[config.mk]
export PLATFORM = sky130hd
export DESIGN_NAME = midi_stream_message_decoder
export DESIGN_NICKNAME = d
export VERILOG_FILES = /design/src/rtl/core/msmd_pkg.sv /design/src/rtl/core/msmd_ctrl.sv /design/src/rtl/core/msmd_dp.sv /design/src/rtl/core/midi_stream_message_decoder.sv
export SDC_FILE = /design/constraint.sdc
export NUM_CORES = 1
export LEC_CHECK = 0
export ABC_AREA = 1
export BUFFER_PORTS_ARGS = -buffer_cell sky130_fd_sc_hd__buf_2
export CORE_ASPECT_RATIO = 1.25
export CORE_MARGIN = 2
export CORE_UTILIZATION = 47
export DETAILED_ROUTE_END_ITERATION = 6
export HOLD_SLACK_MARGIN = 0.12
export SETUP_SLACK_MARGIN = 0.5
export SLEW_MARGIN = 0
export SYNTH_ARGS = -nofsm -noshare
export SYNTH_HDL_FRONTEND = slang
export SYNTH_SLANG_ARGS = --single-unit
[constraint.sdc]
create_clock -name clk -period 4.25 [get_ports clk]
set_input_delay 0 -clock clk [delete_from_list [all_inputs] [get_ports clk]]
set_output_delay 0 -clock clk [all_outputs]
set_load 0.005 [all_outputs]
[src/rtl/core/msmd_pkg.sv]
// ============================================================================
// msmd_pkg - MIDI stream message decoder package
// Shared constants, command and event codes, and controller/datapath links.
// ============================================================================
`default_nettype none

package msmd_pkg;

    localparam int SYSEX_CAPACITY = 32;
    localparam int STORE_AW       = $clog2(SYSEX_CAPACITY);
    localparam int FILL_W         = $clog2(SYSEX_CAPACITY + 1);

    localparam logic [7:0] EOX_BYTE = 8'hF7;

    localparam logic [3:0] CMD_NOTE_OFF   = 4'd0;
    localparam logic [3:0] CMD_NOTE_ON    = 4'd1;
    localparam logic [3:0] CMD_POLY_PRESS = 4'd2;
    localparam logic [3:0] CMD_CONTROL    = 4'd3;
    localparam logic [3:0] CMD_PROGRAM    = 4'd4;
    localparam logic [3:0] CMD_MONO_PRESS = 4'd5;
    localparam logic [3:0] CMD_BEND       = 4'd6;
    localparam logic [3:0] CMD_SYSTEM     = 4'd7;
    localparam logic [3:0] CMD_UNKNOWN    = 4'd8;

    localparam logic [2:0] KIND_NOTE_OFF = 3'd0;
    localparam logic [2:0] KIND_NOTE_ON  = 3'd1;
    localparam logic [2:0] KIND_CONTROL  = 3'd2;
    localparam logic [2:0] KIND_PROGRAM  = 3'd3;
    localparam logic [2:0] KIND_BEND     = 3'd4;
    localparam logic [2:0] KIND_SYSEX    = 3'd5;

    typedef struct packed {
        logic latch_byte;
        logic apply_status;
        logic store_data;
        logic load_event;
        logic load_empty;
        logic load_flush;
        logic mem_read;
        logic k_clear;
        logic k_inc;
    } ctrl_cmd_t;

    typedef struct packed {
        logic is_status;
        logic cmd_is_sys;
        logic fill_zero;
        logic rem_active;
        logic rem_last;
        logic event_none;
        logic out_last;
    } dp_status_t;

    // Expected data byte count for a status command nibble.
    function automatic logic [FILL_W-1:0] data_count(input logic [2:0] cmd);
        logic [FILL_W-1:0] n;
        begin
            unique case ({1'b0, cmd}) inside
                CMD_PROGRAM, CMD_MONO_PRESS: n = FILL_W'(1);
                CMD_SYSTEM:                  n = FILL_W'(SYSEX_CAPACITY);
                default:                     n = FILL_W'(2);
            endcase
            return n;
        end
    endfunction

endpackage

`default_nettype wire

[src/rtl/core/msmd_ctrl.sv]
// ============================================================================
// msmd_ctrl - MIDI decoder controller
// Sequences byte decode, event dispatch and sysex flush over the datapath.
// ============================================================================
`default_nettype none

module msmd_ctrl
(
    input  wire                   clk,
    input  wire                   rst_n,
    input  wire                   in_valid,
    output logic                  in_ready,
    output logic                  out_valid,
    input  wire                   out_ready,
    input  msmd_pkg::dp_status_t  st,
    output msmd_pkg::ctrl_cmd_t   ctl
);

    localparam logic [2:0] S_IDLE     = 3'd0;
    localparam logic [2:0] S_DECODE   = 3'd1;
    localparam logic [2:0] S_DISPATCH = 3'd2;
    localparam logic [2:0] S_FLUSH_RD = 3'd3;
    localparam logic [2:0] S_FLUSH_LD = 3'd4;
    localparam logic [2:0] S_SHOW     = 3'd5;
    localparam logic [2:0] S_APPLY    = 3'd6;

    logic [2:0] state_reg;
    logic [2:0] state_next;
    logic       flush_reg;
    logic       flush_next;

    always_ff @(posedge clk or negedge rst_n)
    begin
        if (!rst_n)
        begin
            state_reg <= S_IDLE;
            flush_reg <= 1'b0;
        end
        else
        begin
            state_reg <= state_next;
            flush_reg <= flush_next;
        end
    end

    always_comb
    begin
        state_next = state_reg;
        flush_next = flush_reg;
        ctl        = '0;
        in_ready   = 1'b0;
        out_valid  = 1'b0;
        unique case (state_reg)
            S_IDLE:
            begin
                in_ready = 1'b1;
                if (in_valid)
                begin
                    ctl.latch_byte = 1'b1;
                    state_next     = S_DECODE;
                end
            end
            S_DECODE:
            begin
                if (st.is_status)
                begin
                    if (st.cmd_is_sys)
                    begin
                        flush_next  = 1'b1;
                        ctl.k_clear = 1'b1;
                        if (st.fill_zero)
                        begin
                            ctl.load_empty = 1'b1;
                            state_next     = S_SHOW;
                        end
                        else
                        begin
                            state_next = S_FLUSH_RD;
                        end
                    end
                    else
                    begin
                        ctl.apply_status = 1'b1;
                        state_next       = S_IDLE;
                    end
                end
                else if (st.rem_active)
                begin
                    ctl.store_data = 1'b1;
                    state_next     = st.rem_last ? S_DISPATCH : S_IDLE;
                end
                else
                begin
                    state_next = S_IDLE;
                end
            end
            S_DISPATCH:
            begin
                if (st.event_none)
                begin
                    state_next = S_IDLE;
                end
                else
                begin
                    ctl.load_event = 1'b1;
                    state_next     = S_SHOW;
                end
            end
            S_FLUSH_RD:
            begin
                ctl.mem_read = 1'b1;
                state_next   = S_FLUSH_LD;
            end
            S_FLUSH_LD:
            begin
                ctl.load_flush = 1'b1;
                state_next     = S_SHOW;
            end
            S_SHOW:
            begin
                out_valid = 1'b1;
                if (out_ready)
                begin
                    if (!flush_reg)
                    begin
                        state_next = S_IDLE;
                    end
                    else if (st.out_last)
                    begin
                        state_next = S_APPLY;
                    end
                    else
                    begin
                        ctl.k_inc  = 1'b1;
                        state_next = S_FLUSH_RD;
                    end
                end
            end
            S_APPLY:
            begin
                ctl.apply_status = 1'b1;
                flush_next       = 1'b0;
                state_next       = S_IDLE;
            end
            default:
            begin
                state_next = S_IDLE;
                flush_next = 1'b0;
            end
        endcase
    end

endmodule

`default_nettype wire

[src/rtl/core/msmd_dp.sv]
// ============================================================================
// msmd_dp - MIDI decoder datapath
// Command state, data store, event formatting and the result register.
// ============================================================================
`default_nettype none

module msmd_dp
(
    input  wire                         clk,
    input  wire                         rst_n,
    input  wire  [7:0]                  rx_byte,
    input  msmd_pkg::ctrl_cmd_t         ctl,
    output msmd_pkg::dp_status_t        st,
    output logic [2:0]                  event_kind,
    output logic [3:0]                  channel,
    output logic [6:0]                  data_first,
    output logic [6:0]                  data_second,
    output logic signed [13:0]          bend_value,
    output logic [msmd_pkg::FILL_W-1:0] sysex_length,
    output logic                        last_of_run
);

    localparam int FW = msmd_pkg::FILL_W;
    localparam int AW = msmd_pkg::STORE_AW;

    logic [6:0]    store_mem [msmd_pkg::SYSEX_CAPACITY];
    logic [6:0]    rd_data_reg;

    logic [7:0]    byte_reg;
    logic [3:0]    cmd_reg;
    logic [3:0]    cmd_next;
    logic [3:0]    chan_reg;
    logic [3:0]    chan_next;
    logic [FW-1:0] rem_reg;
    logic [FW-1:0] rem_next;
    logic [FW-1:0] fill_reg;
    logic [FW-1:0] fill_next;
    logic [FW-1:0] k_reg;
    logic [FW-1:0] k_next;
    logic [6:0]    d0_reg;
    logic [6:0]    d1_reg;

    logic          store_we;
    logic          ev_none;
    logic [2:0]    ev_kind;
    logic [6:0]    ev_first;
    logic [6:0]    ev_second;
    logic [13:0]   ev_bend;

    assign store_we = ctl.store_data && (fill_reg < FW'(msmd_pkg::SYSEX_CAPACITY));

    always_comb
    begin
        cmd_next  = cmd_reg;
        chan_next = chan_reg;
        rem_next  = rem_reg;
        fill_next = fill_reg;
        if (ctl.apply_status)
        begin
            if (cmd_reg == msmd_pkg::CMD_SYSTEM && byte_reg == msmd_pkg::EOX_BYTE)
            begin
                cmd_next  = msmd_pkg::CMD_UNKNOWN;
                rem_next  = '0;
                fill_next = '0;
            end
            else
            begin
                cmd_next  = {1'b0, byte_reg[6:4]};
                chan_next = byte_reg[3:0];
                rem_next  = msmd_pkg::data_count(byte_reg[6:4]);
                fill_next = '0;
            end
        end
        else if (ctl.store_data)
        begin
            rem_next = rem_reg - FW'(1);
            if (store_we)
            begin
                fill_next = fill_reg + FW'(1);
            end
        end
    end

    always_comb
    begin
        k_next = k_reg;
        if (ctl.k_clear)
        begin
            k_next = '0;
        end
        else if (ctl.k_inc)
        begin
            k_next = k_reg + FW'(1);
        end
    end

    always_ff @(posedge clk or negedge rst_n)
    begin
        if (!rst_n)
        begin
            cmd_reg  <= msmd_pkg::CMD_UNKNOWN;
            chan_reg <= 4'hF;
            rem_reg  <= '0;
            fill_reg <= '0;
            k_reg    <= '0;
        end
        else
        begin
            cmd_reg  <= cmd_next;
            chan_reg <= chan_next;
            rem_reg  <= rem_next;
            fill_reg <= fill_next;
            k_reg    <= k_next;
        end
    end

    always_ff @(posedge clk)
    begin
        if (store_we)
        begin
            store_mem[fill_reg[AW-1:0]] <= byte_reg[6:0];
        end
        if (ctl.mem_read)
        begin
            rd_data_reg <= store_mem[k_reg[AW-1:0]];
        end
    end

    always_ff @(posedge clk)
    begin
        if (ctl.latch_byte)
        begin
            byte_reg <= rx_byte;
        end
        if (store_we && fill_reg == FW'(0))
        begin
            d0_reg <= byte_reg[6:0];
        end
        if (store_we && fill_reg == FW'(1))
        begin
            d1_reg <= byte_reg[6:0];
        end
    end

    // Channel event formatting from the first two data bytes.
    always_comb
    begin
        ev_none   = 1'b0;
        ev_kind   = msmd_pkg::KIND_NOTE_OFF;
        ev_first  = d0_reg;
        ev_second = '0;
        ev_bend   = '0;
        unique case (cmd_reg)
            msmd_pkg::CMD_NOTE_OFF:
            begin
                ev_kind = msmd_pkg::KIND_NOTE_OFF;
            end
            msmd_pkg::CMD_NOTE_ON:
            begin
                if (d1_reg != 7'd0)
                begin
                    ev_kind   = msmd_pkg::KIND_NOTE_ON;
                    ev_second = d1_reg;
                end
            end
            msmd_pkg::CMD_CONTROL:
            begin
                ev_kind   = msmd_pkg::KIND_CONTROL;
                ev_second = d1_reg;
            end
            msmd_pkg::CMD_PROGRAM:
            begin
                ev_kind = msmd_pkg::KIND_PROGRAM;
            end
            msmd_pkg::CMD_BEND:
            begin
                ev_kind  = msmd_pkg::KIND_BEND;
                ev_first = '0;
                ev_bend  = {~d1_reg[6], d1_reg[5:0], d0_reg};
            end
            default:
            begin
                ev_none = 1'b1;
            end
        endcase
    end

    always_ff @(posedge clk)
    begin
        if (ctl.load_event)
        begin
            event_kind   <= ev_kind;
            channel      <= chan_reg;
            data_first   <= ev_first;
            data_second  <= ev_second;
            bend_value   <= $signed(ev_bend);
            sysex_length <= '0;
            last_of_run  <= 1'b1;
        end
        else if (ctl.load_empty)
        begin
            event_kind   <= msmd_pkg::KIND_SYSEX;
            channel      <= chan_reg;
            data_first   <= '0;
            data_second  <= '0;
            bend_value   <= '0;
            sysex_length <= '0;
            last_of_run  <= 1'b1;
        end
        else if (ctl.load_flush)
        begin
            event_kind   <= msmd_pkg::KIND_SYSEX;
            channel      <= chan_reg;
            data_first   <= rd_data_reg;
            data_second  <= '0;
            bend_value   <= '0;
            sysex_length <= fill_reg;
            last_of_run  <= (k_reg + FW'(1)) == fill_reg;
        end
    end

    assign st.is_status  = byte_reg[7];
    assign st.cmd_is_sys = cmd_reg == msmd_pkg::CMD_SYSTEM;
    assign st.fill_zero  = fill_reg == '0;
    assign st.rem_active = rem_reg != '0;
    assign st.rem_last   = rem_reg == FW'(1);
    assign st.event_none = ev_none;
    assign st.out_last   = last_of_run;

endmodule

`default_nettype wire

[src/rtl/core/midi_stream_message_decoder.sv]
// ============================================================================
// midi_stream_message_decoder - MIDI byte stream to event decoder
// Parses status and data bytes into channel events and sysex runs.
// ============================================================================
//
//   channel | signals                                   | width
//   --------+-------------------------------------------+-------------------
//   in      | in_valid, in_ready, rx_byte               | 8
//   out     | out_valid, out_ready, event_kind, channel,| 3, 4, 7, 7, 14s,
//           | data_first, data_second, bend_value,      | 6, 1
//           | sysex_length, last_of_run                 |
//
// One item at a time: a byte is latched and then decoded; one that completes
// a channel event goes on to dispatch and waits in show until it is taken.
// A sysex flush steps through store read, load and show for each stored
// byte, since the store read is registered.
// Reset is asynchronous; it clears counts and the sequencer, sets the command to unknown and the channel to 15.
// A stalled result holds the sequencer in place; in_ready stays low until
// every result of the current item has been taken.
// ============================================================================
`default_nettype none

module midi_stream_message_decoder
(
    input  wire                         clk,
    input  wire                         rst_n,
    input  wire                         in_valid,
    output logic                        in_ready,
    input  wire  [7:0]                  rx_byte,
    output logic                        out_valid,
    input  wire                         out_ready,
    output logic [2:0]                  event_kind,
    output logic [3:0]                  channel,
    output logic [6:0]                  data_first,
    output logic [6:0]                  data_second,
    output logic signed [13:0]          bend_value,
    output logic [msmd_pkg::FILL_W-1:0] sysex_length,
    output logic                        last_of_run
);

    msmd_pkg::ctrl_cmd_t  ctl;
    msmd_pkg::dp_status_t st;

    msmd_ctrl u_ctrl
    (
        .clk       (clk),
        .rst_n     (rst_n),
        .in_valid  (in_valid),
        .in_ready  (in_ready),
        .out_valid (out_valid),
        .out_ready (out_ready),
        .st        (st),
        .ctl       (ctl)
    );

    msmd_dp u_dp
    (
        .clk          (clk),
        .rst_n        (rst_n),
        .rx_byte      (rx_byte),
        .ctl          (ctl),
        .st           (st),
        .event_kind   (event_kind),
        .channel      (channel),
        .data_first   (data_first),
        .data_second  (data_second),
        .bend_value   (bend_value),
        .sysex_length (sysex_length),
        .last_of_run  (last_of_run)
    );

endmodule

`default_nettype wire
==> results of run 1 <==
worst max-delay path by stage:
stage,start,end,slack (ns),cells after the start
after floorplan,u_dp.fill_reg[0],u_dp.bend_value[0],1.79,8
after global placement,u_ctrl.state_reg[1],u_dp.store_mem[16][2],1.60,7
after detailed placement,u_ctrl.state_reg[1],u_dp.store_mem[31][6],1.42,7
after CTS,u_ctrl.state_reg[1],u_dp.store_mem[31][1],1.41,7
after global routing,u_ctrl.state_reg[1],u_dp.store_mem[31][2],1.17,7
final,u_ctrl.state_reg[1],u_dp.store_mem[31][1],1.44,7
kinds of logic (layout without fill, tap and decap cells):
family | Yosys count | in the layout | share of synthesized area [%]
AO/OA/AOI/OAI | 65 | 65 | 2.488
XOR/XNOR | 4 | 4 | 0.2570
adder cells (fa/ha/maj) | 8 | 8 | 0.7344
buffers and inverters | 114 | 204 | 3.580
flip-flops | 325 | 325 | 70.03
AND/OR/NAND/NOR | 716 | 716 | 22.91
per-stage QoR:
stage	cells	power [mW]	util (%)	setup slack (ns)
3_3_place_gp	1603	5.410	49.87	1.598
2_1_floorplan	1232	4.920	-	1.793
5_1_grt	1677	8.680	54.20	1.171
3_5_place_dp	1603	5.429	49.87	1.417
4_1_cts	1677	8.361	54.20	1.410
6_report	1677	8.324	54.20	1.440
layer usage:
layer / GRT usage [%] / wire length, microns
met4: 8.053 / 1121
met1: 27.35 / 13400
met3: 2.899 / 1748
met5: 0 / 0
met2: 38.46 / 16390
area by class of cell:
class                   instances  share of cell area, %
repair buffers                 82                  3.403
clock inverters                17                  1.207
multi-input cells             793                  23.30
clock buffers                  43                  5.867
well taps                     355                  2.877
flip-flops and latches        325                  61.84
inverters                      62                  1.507
worst max-delay path, delay by kind of cell, from the launching register on:
family | cells | cell delay (ns)
flops | 1 | 0.41
buf+inv | 1 | 0.20
simple gates | 6 | 1.84
power by group:
group,switching (mW),internal [mW]
Combinational,0.983,0.359
Sequential,0.182,3.85
Clock,1.19,1.76
layout by cell type (no fill, tap or decap), types with 2 or more instances in the layout:
cell type      netlist  final
nand3_1            180    180
buf_2               20     55
o21ai_0             16     16
inv_2                4      4
nand2_4              2      2
inv_1               54     54
bufinv_16            0      4
buf_4                3     12
o22ai_1              5      5
dfstp_2              5      5
dfrtp_1             25     24
ha_1                 8      8
nor2_2               5      5
inv_6                0      2
nor3_1              11     11
nand4_1              5      5
xor2_1               4      4
dlygate4sd3_1        0     14
nor2_4              11     11
clkinv_2             0      6
dfxtp_1              7      7
nand3_4              2      2
clkbuf_1            22      8
nor2_1              67     67
nand2_1            422    422
clkinv_1             4      9
clkbuf_16            0     35
edfxtp_1           288    288
nand2_2              6      6
a21oi_1             40     40
==> run summary, run 1 <==
RSZ-0062 raised after global routing: false
Drt drc: 0
Req. time, crit path: 4.38 ns
Crit path largest cell delay: 0.76 ns
Synthesized area per cell: 11.06 sq um
Max Cap Viol: 0
CP max stage cell: nor3_1
Kind of critical path: flip-flop to flip-flop
Number of vias per cell: 5.366
Antenna diodes: 0
Hold buffers post-CTS: 14
Fin crit period: 2.810 ns
Fmax: 355.8 MHz
Seq/Total Area, Yosys: 70.03%
Count leader, synth: nand2_1
Clk sinks: 325
Fin. max-slew vios: 0
Post-synthesis async set-or-reset flop share: 9.231%
Gr usage total: 21.82%
DIE HEIGHT: 194.4 microns
CP Data Arrival Time: 2.94 ns
CTS root buffer: clkbuf_16
Main flop type after synthesis: edfxtp_1
Hold Crit Start: rx_byte[3]
Worst skew pair latency: 0.52 ns
Clock skew: 0.01811 ns
Critical-path cell list: inv_1 -> nand3_2 -> nor2_2 -> nand2_2 -> nor2_2 -> nand2_2 -> nor3_1
Post-CTS setup buffers: 0
Crit-path max FO: 11
CP startpoint kind: flip-flop
Post-DP HPWL: 19,820 microns
Worst Tran Pin Value: 1.142 ns
Largest register FFs: 224
Final TNS setup: 0 ns
Horiz. Die Dim: 156.3 microns
Largest net degree at the start of global routing: 92
Initial antenna violation count: 0
Most instantiated cells after synthesis: nand2_1, edfxtp_1, nand3_1
Fillers: 2,424
Worst R2R End: u_dp.store_mem[31][1]
Layout cells sized above 1: 11.65%
Post-Syn Nets: 1,252
CTS clk-pin slew, worst paths: 0.06 ns
Cell accounting for the most synthesized area: edfxtp_1
Hold Vio Cnt, Final: 0
Core area: 28,490 sq um
Reg area: 9549 sq um
WHS Path Cells: 2
Post-CTS sizing: 0
Setup-failing EPs final: 0
Vias in the first global route: 8,863
Ports: 56
Min-Delay Endpoint: u_dp.byte_reg[3]
Remaining antenna violation count: 0
GP Congestion: 0.8258
Synth Register Bits: 325
EDFF count, synth: 288
Worst Setup End Kind: flip-flop
Overflow after GRT: 0
Peak VDD IR: 0.3250 mV
Distinct cells, synth: 37
Synth area leaders: edfxtp_1, nand2_1, nand3_1, dfrtp_1, nor2_1
First-pass GRT wire length: 50,020 microns
Hold WC Path Type: input pin to flip-flop
Vias: 8,999
Worst Reg-to-Reg Cells: 7
Yosys top cell area share: 63.45%
PortBufs: 55
Yosys warns: 0
CTS tree: yes
Cell count after synthesis: 1,232
Cell Area, Placed: 14,210 sq um
Pwr/cell area: 539.1 nW/um^2
Die Area: 30,390 sq um
Final WL: 32,660 microns
CTS Buffer Depth: 3
Hold WS: 0.2047 ns
Initial core utilization: 47.84%
Critical R2R Launch: u_ctrl.state_reg[1]
TritonCTS buffer count: 34
Nets@finish: 1,318
Synthesized cell area: 13,630 sq um
Area grow syn2layout: 13.28%
Drt pass-1 iters: 5
Initial DRC count: 807
Reg-to-reg slack, setup: 1.44 ns
H-tree depth: 2
Slew headroom: 23.81%
Final Cycle Share: 66.13%
Leak: 5.937 nW
Post-DR wirelength/cell: 19.48 microns
Multi-input gate area: 3597 sq um
Finished Cell Area: 15,440 sq um
# rows: 69
Outcome: finished clean
(Power assumes the default switching activity.)
==> run 2: changes to the inputs <==
ABC_AREA = 0   (was 1)
PLACE_DENSITY = 0.66   (was not set)
clock period = 2.5 ns   (was 4.25 ns; I/O delays follow)
==> run summary, run 2 <==
CTS root buffer: clkbuf_16
Kind of critical path: flip-flop to flip-flop
# rows: 67
Largest net degree at the start of global routing: 39
RSZ-0062 raised after global routing: true
GP Congestion: 0.9510
Critical-path cell list: or4b_4 -> a211oi_4 -> buf_12 -> nand2_8 -> nor2_4
Vias in the first global route: 7,367
CTS Buffer Depth: 3
Post-Syn Nets: 754
Vias: 7,236
Crit path largest cell delay: 0.56 ns
Commonest non-fill, non-tap cell in the layout: edfxtp_1
Final Cycle Share: 84.20%
Post-DP HPWL: 19,300 microns
Min-Delay Endpoint: u_dp.byte_reg[0]
Worst R2R End: u_dp.store_mem[2][1]
Post-DR wirelength/cell: 24.85 microns
Drt pass-1 iters: 5
CP startpoint kind: flip-flop
Number of vias per cell: 5.907
Adder-cell share of the synthesized area: 0.7750%
Fmax: 475.0 MHz
Gr usage total: 20.83%
Post-synthesis async set-or-reset flop share: 9.231%
Peak VDD IR: 0.4733 mV
Post-Synth XOR/XNOR Area: 1.221%
Layout cells sized above 1: 33.18%
Fin crit period: 2.105 ns
Synth area leaders: edfxtp_1, mux4_2, dfrtp_1, nor2_1, o22ai_1
Leak: 5.071 nW
CTS clk-pin slew, worst paths: 0.06 ns
Synthesized cell area: 12,910 sq um
Highest-count cells in the layout ignoring fill and taps: edfxtp_1, mux4_2, buf_2, buf_4, clkbuf_16
First-pass GRT wire length: 44,970 microns
Top Family by Delay on Critical Path: simple AND/OR/NAND/NOR gates
Largest register FFs: 224
Main combinational cell family by area after synthesis: multiplexers
Yosys warns: 0
Buf/Inv on CP: 1
Final core occ: 57.84%
Worst Setup End Kind: flip-flop
Switch Pwr: 4.789 mW
Hold WS: 0.1640 ns
Simple-Gate Fraction of Synth Area: 7.363%
Main flop type after synthesis: edfxtp_1
Max Cap Viol: 0
Logic gate share of total power: 28.5%
Slew headroom: 64.39%
Clk sinks: 325
Distinct cells, synth: 56
PortBufs: 55
Ports: 56
Setup-failing EPs final: 0
Hold WC Path Type: input pin to flip-flop
Total power: 15.74 mW
Worst Tran Pin Value: 0.5342 ns
Cell accounting for the most synthesized area: edfxtp_1
Synthesized area per cell: 17.60 sq um
Remaining antenna violation count: 0
Hold Vio Cnt, Final: 0
Die Area: 28,830 sq um
Core area: 26,910 sq um
Post-synthesis mux area share: 10.11%
CTS tree: yes
Worst Reg-to-Reg Cells: 5
Most instantiated cells after synthesis: edfxtp_1, mux4_2, nor2_1
Worst skew pair latency: 0.56 ns
CP Data Arrival Time: 2.35 ns
Internal power: 10.95 mW
Outcome: finished clean
Initial antenna violation count: 0
Pwr/cell area: 1011 nW/um^2
Reg power frac: 45.6%
Horiz. Die Dim: 152.3 microns
Initial core utilization: 47.99%
CP max stage cell: or4b_4
Overflow after GRT: 0
WHS Path Cells: 2
Req. time, crit path: 2.75 ns
TritonCTS buffer count: 30
EDFF count, synth: 288
Synth Register Bits: 325
Clock Power Share: 25.9%
H-tree depth: 1
Sw frac: 30.44%
DIE HEIGHT: 189.3 microns
Final WL: 30,450 microns
Drt drc: 0
Nets@finish: 878
Seq/Total Area, Yosys: 73.91%
Post-synthesis compound-gate area fraction: 5.028%
Area grow syn2layout: 20.51%
Yosys top cell area share: 66.96%
Critical R2R Launch: u_ctrl.state_reg[2]
Clock skew: 0.02199 ns
Reg-to-reg slack, setup: 0.39 ns
Antenna diodes: 0
Fin. max-slew vios: 0
Hold Crit Start: rx_byte[0]
Count leader, synth: edfxtp_1
Cell count after synthesis: 734
Initial DRC count: 513
Crit-path max FO: 8
## run 2: cell count changes after synthesis, moves of 10 or more
cell,delta
xnor2_1,+16
nand3_1,-171
nand2_1,-390
inv_1,-39
mux4_2,+56
nor2_1,-11
o22ai_1,+24
and2_1,+24
a21oi_1,-22
nor2_4,-11
a22o_1,+10
nor4_1,+10
buf_2,-12
## run 2: worst max-delay path by stage
stage / startpoint / end / slack [ns] / cells past startpoint
after floorplan: u_ctrl.state_reg[1] / u_dp.d1_reg[0] / 0.31 / 5
after global placement: u_dp.byte_reg[7] / u_dp.store_mem[1][4] / 0.08 / 4
after detailed placement: u_ctrl.state_reg[0] / u_dp.store_mem[1][3] / -0.002 / 4
after CTS: u_ctrl.state_reg[2] / u_dp.store_mem[10][1] / 0.32 / 5
after global routing: u_ctrl.state_reg[2] / u_dp.store_mem[2][1] / 0.34 / 5
final: u_ctrl.state_reg[2] / u_dp.store_mem[2][1] / 0.39 / 5
## run 2: metal layers
metal / wire length [microns] / GRT usage (%)
met1: 11210 / 24.83
met5: 0 / 0
met4: 1289 / 8.627
met2: 16030 / 37.65
met3: 1915 / 3.388
## run 2: cell type report
class                      instances  area (sq um)
fill                            1942         11350
timing repair buffer             126          1051
clock inverter                    16         91.34
tap                              345         431.7
sequential                       325          9555
multi-input combinational        360          3597
clock buffer                      38         780.7
inverter                          15         56.30
## run 2: cell families (layout without fill, tap and decap cells)
logic type | count (synthesis) | in the layout
AND/OR/NAND/NOR | 180 | 181
XOR/XNOR | 18 | 18
multiplexers | 60 | 60
adder cells (fa/ha/maj) | 8 | 8
flip-flops | 325 | 325
buffers and inverters | 50 | 195
AO/OA/AOI/OAI | 93 | 93
## run 2: timing repair
item / CTS / global route
gates resized for setup: 30 / 19
hold buffers: 13 / 0
pin swaps: 9 / 28
gates cloned: 2 / 5
hold endpoints to repair: 55 / 0
setup endpoints to repair: 292 / 269
setup buffers: 7 / 9
## run 2: worst reg2reg max path, cell delays in order, from the launching register on
cell and delay (ns):
dfrtp_1 0.42, or4b_4 0.56, a211oi_4 0.21, buf_12 0.20
nand2_8 0.15, nor2_4 0.28
## run 2: metrics by stage
step | cells | setup slack, ns | area [sq um] | setup TNS, ns
final | 1225 | 0.3949 | 15560 | 0
after global routing | 1225 | 0.3359 | 15560 | 0
after CTS | 1211 | 0.3245 | 15300 | 0
after detailed placement | 1135 | -0.002385 | 14040 | -0.01473
after global placement | 1135 | 0.07952 | 14040 | 0
after floorplan | 734 | 0.3051 | 13150 | 0
## run 2: power groups by stage
| stage | clock network [mW] | logic [mW] | registers, mW |
|---|---|---|---|
| final | 4.07 | 4.48 | 7.18 |
| after global routing | 4.37 | 4.77 | 7.25 |
| after CTS | 4.14 | 4.31 | 7.17 |
| after detailed placement | 0 | 3.97 | 7.31 |
| after global placement | 0 | 3.89 | 7.28 |
| after floorplan | 0 | 2.57 | 7.24 |
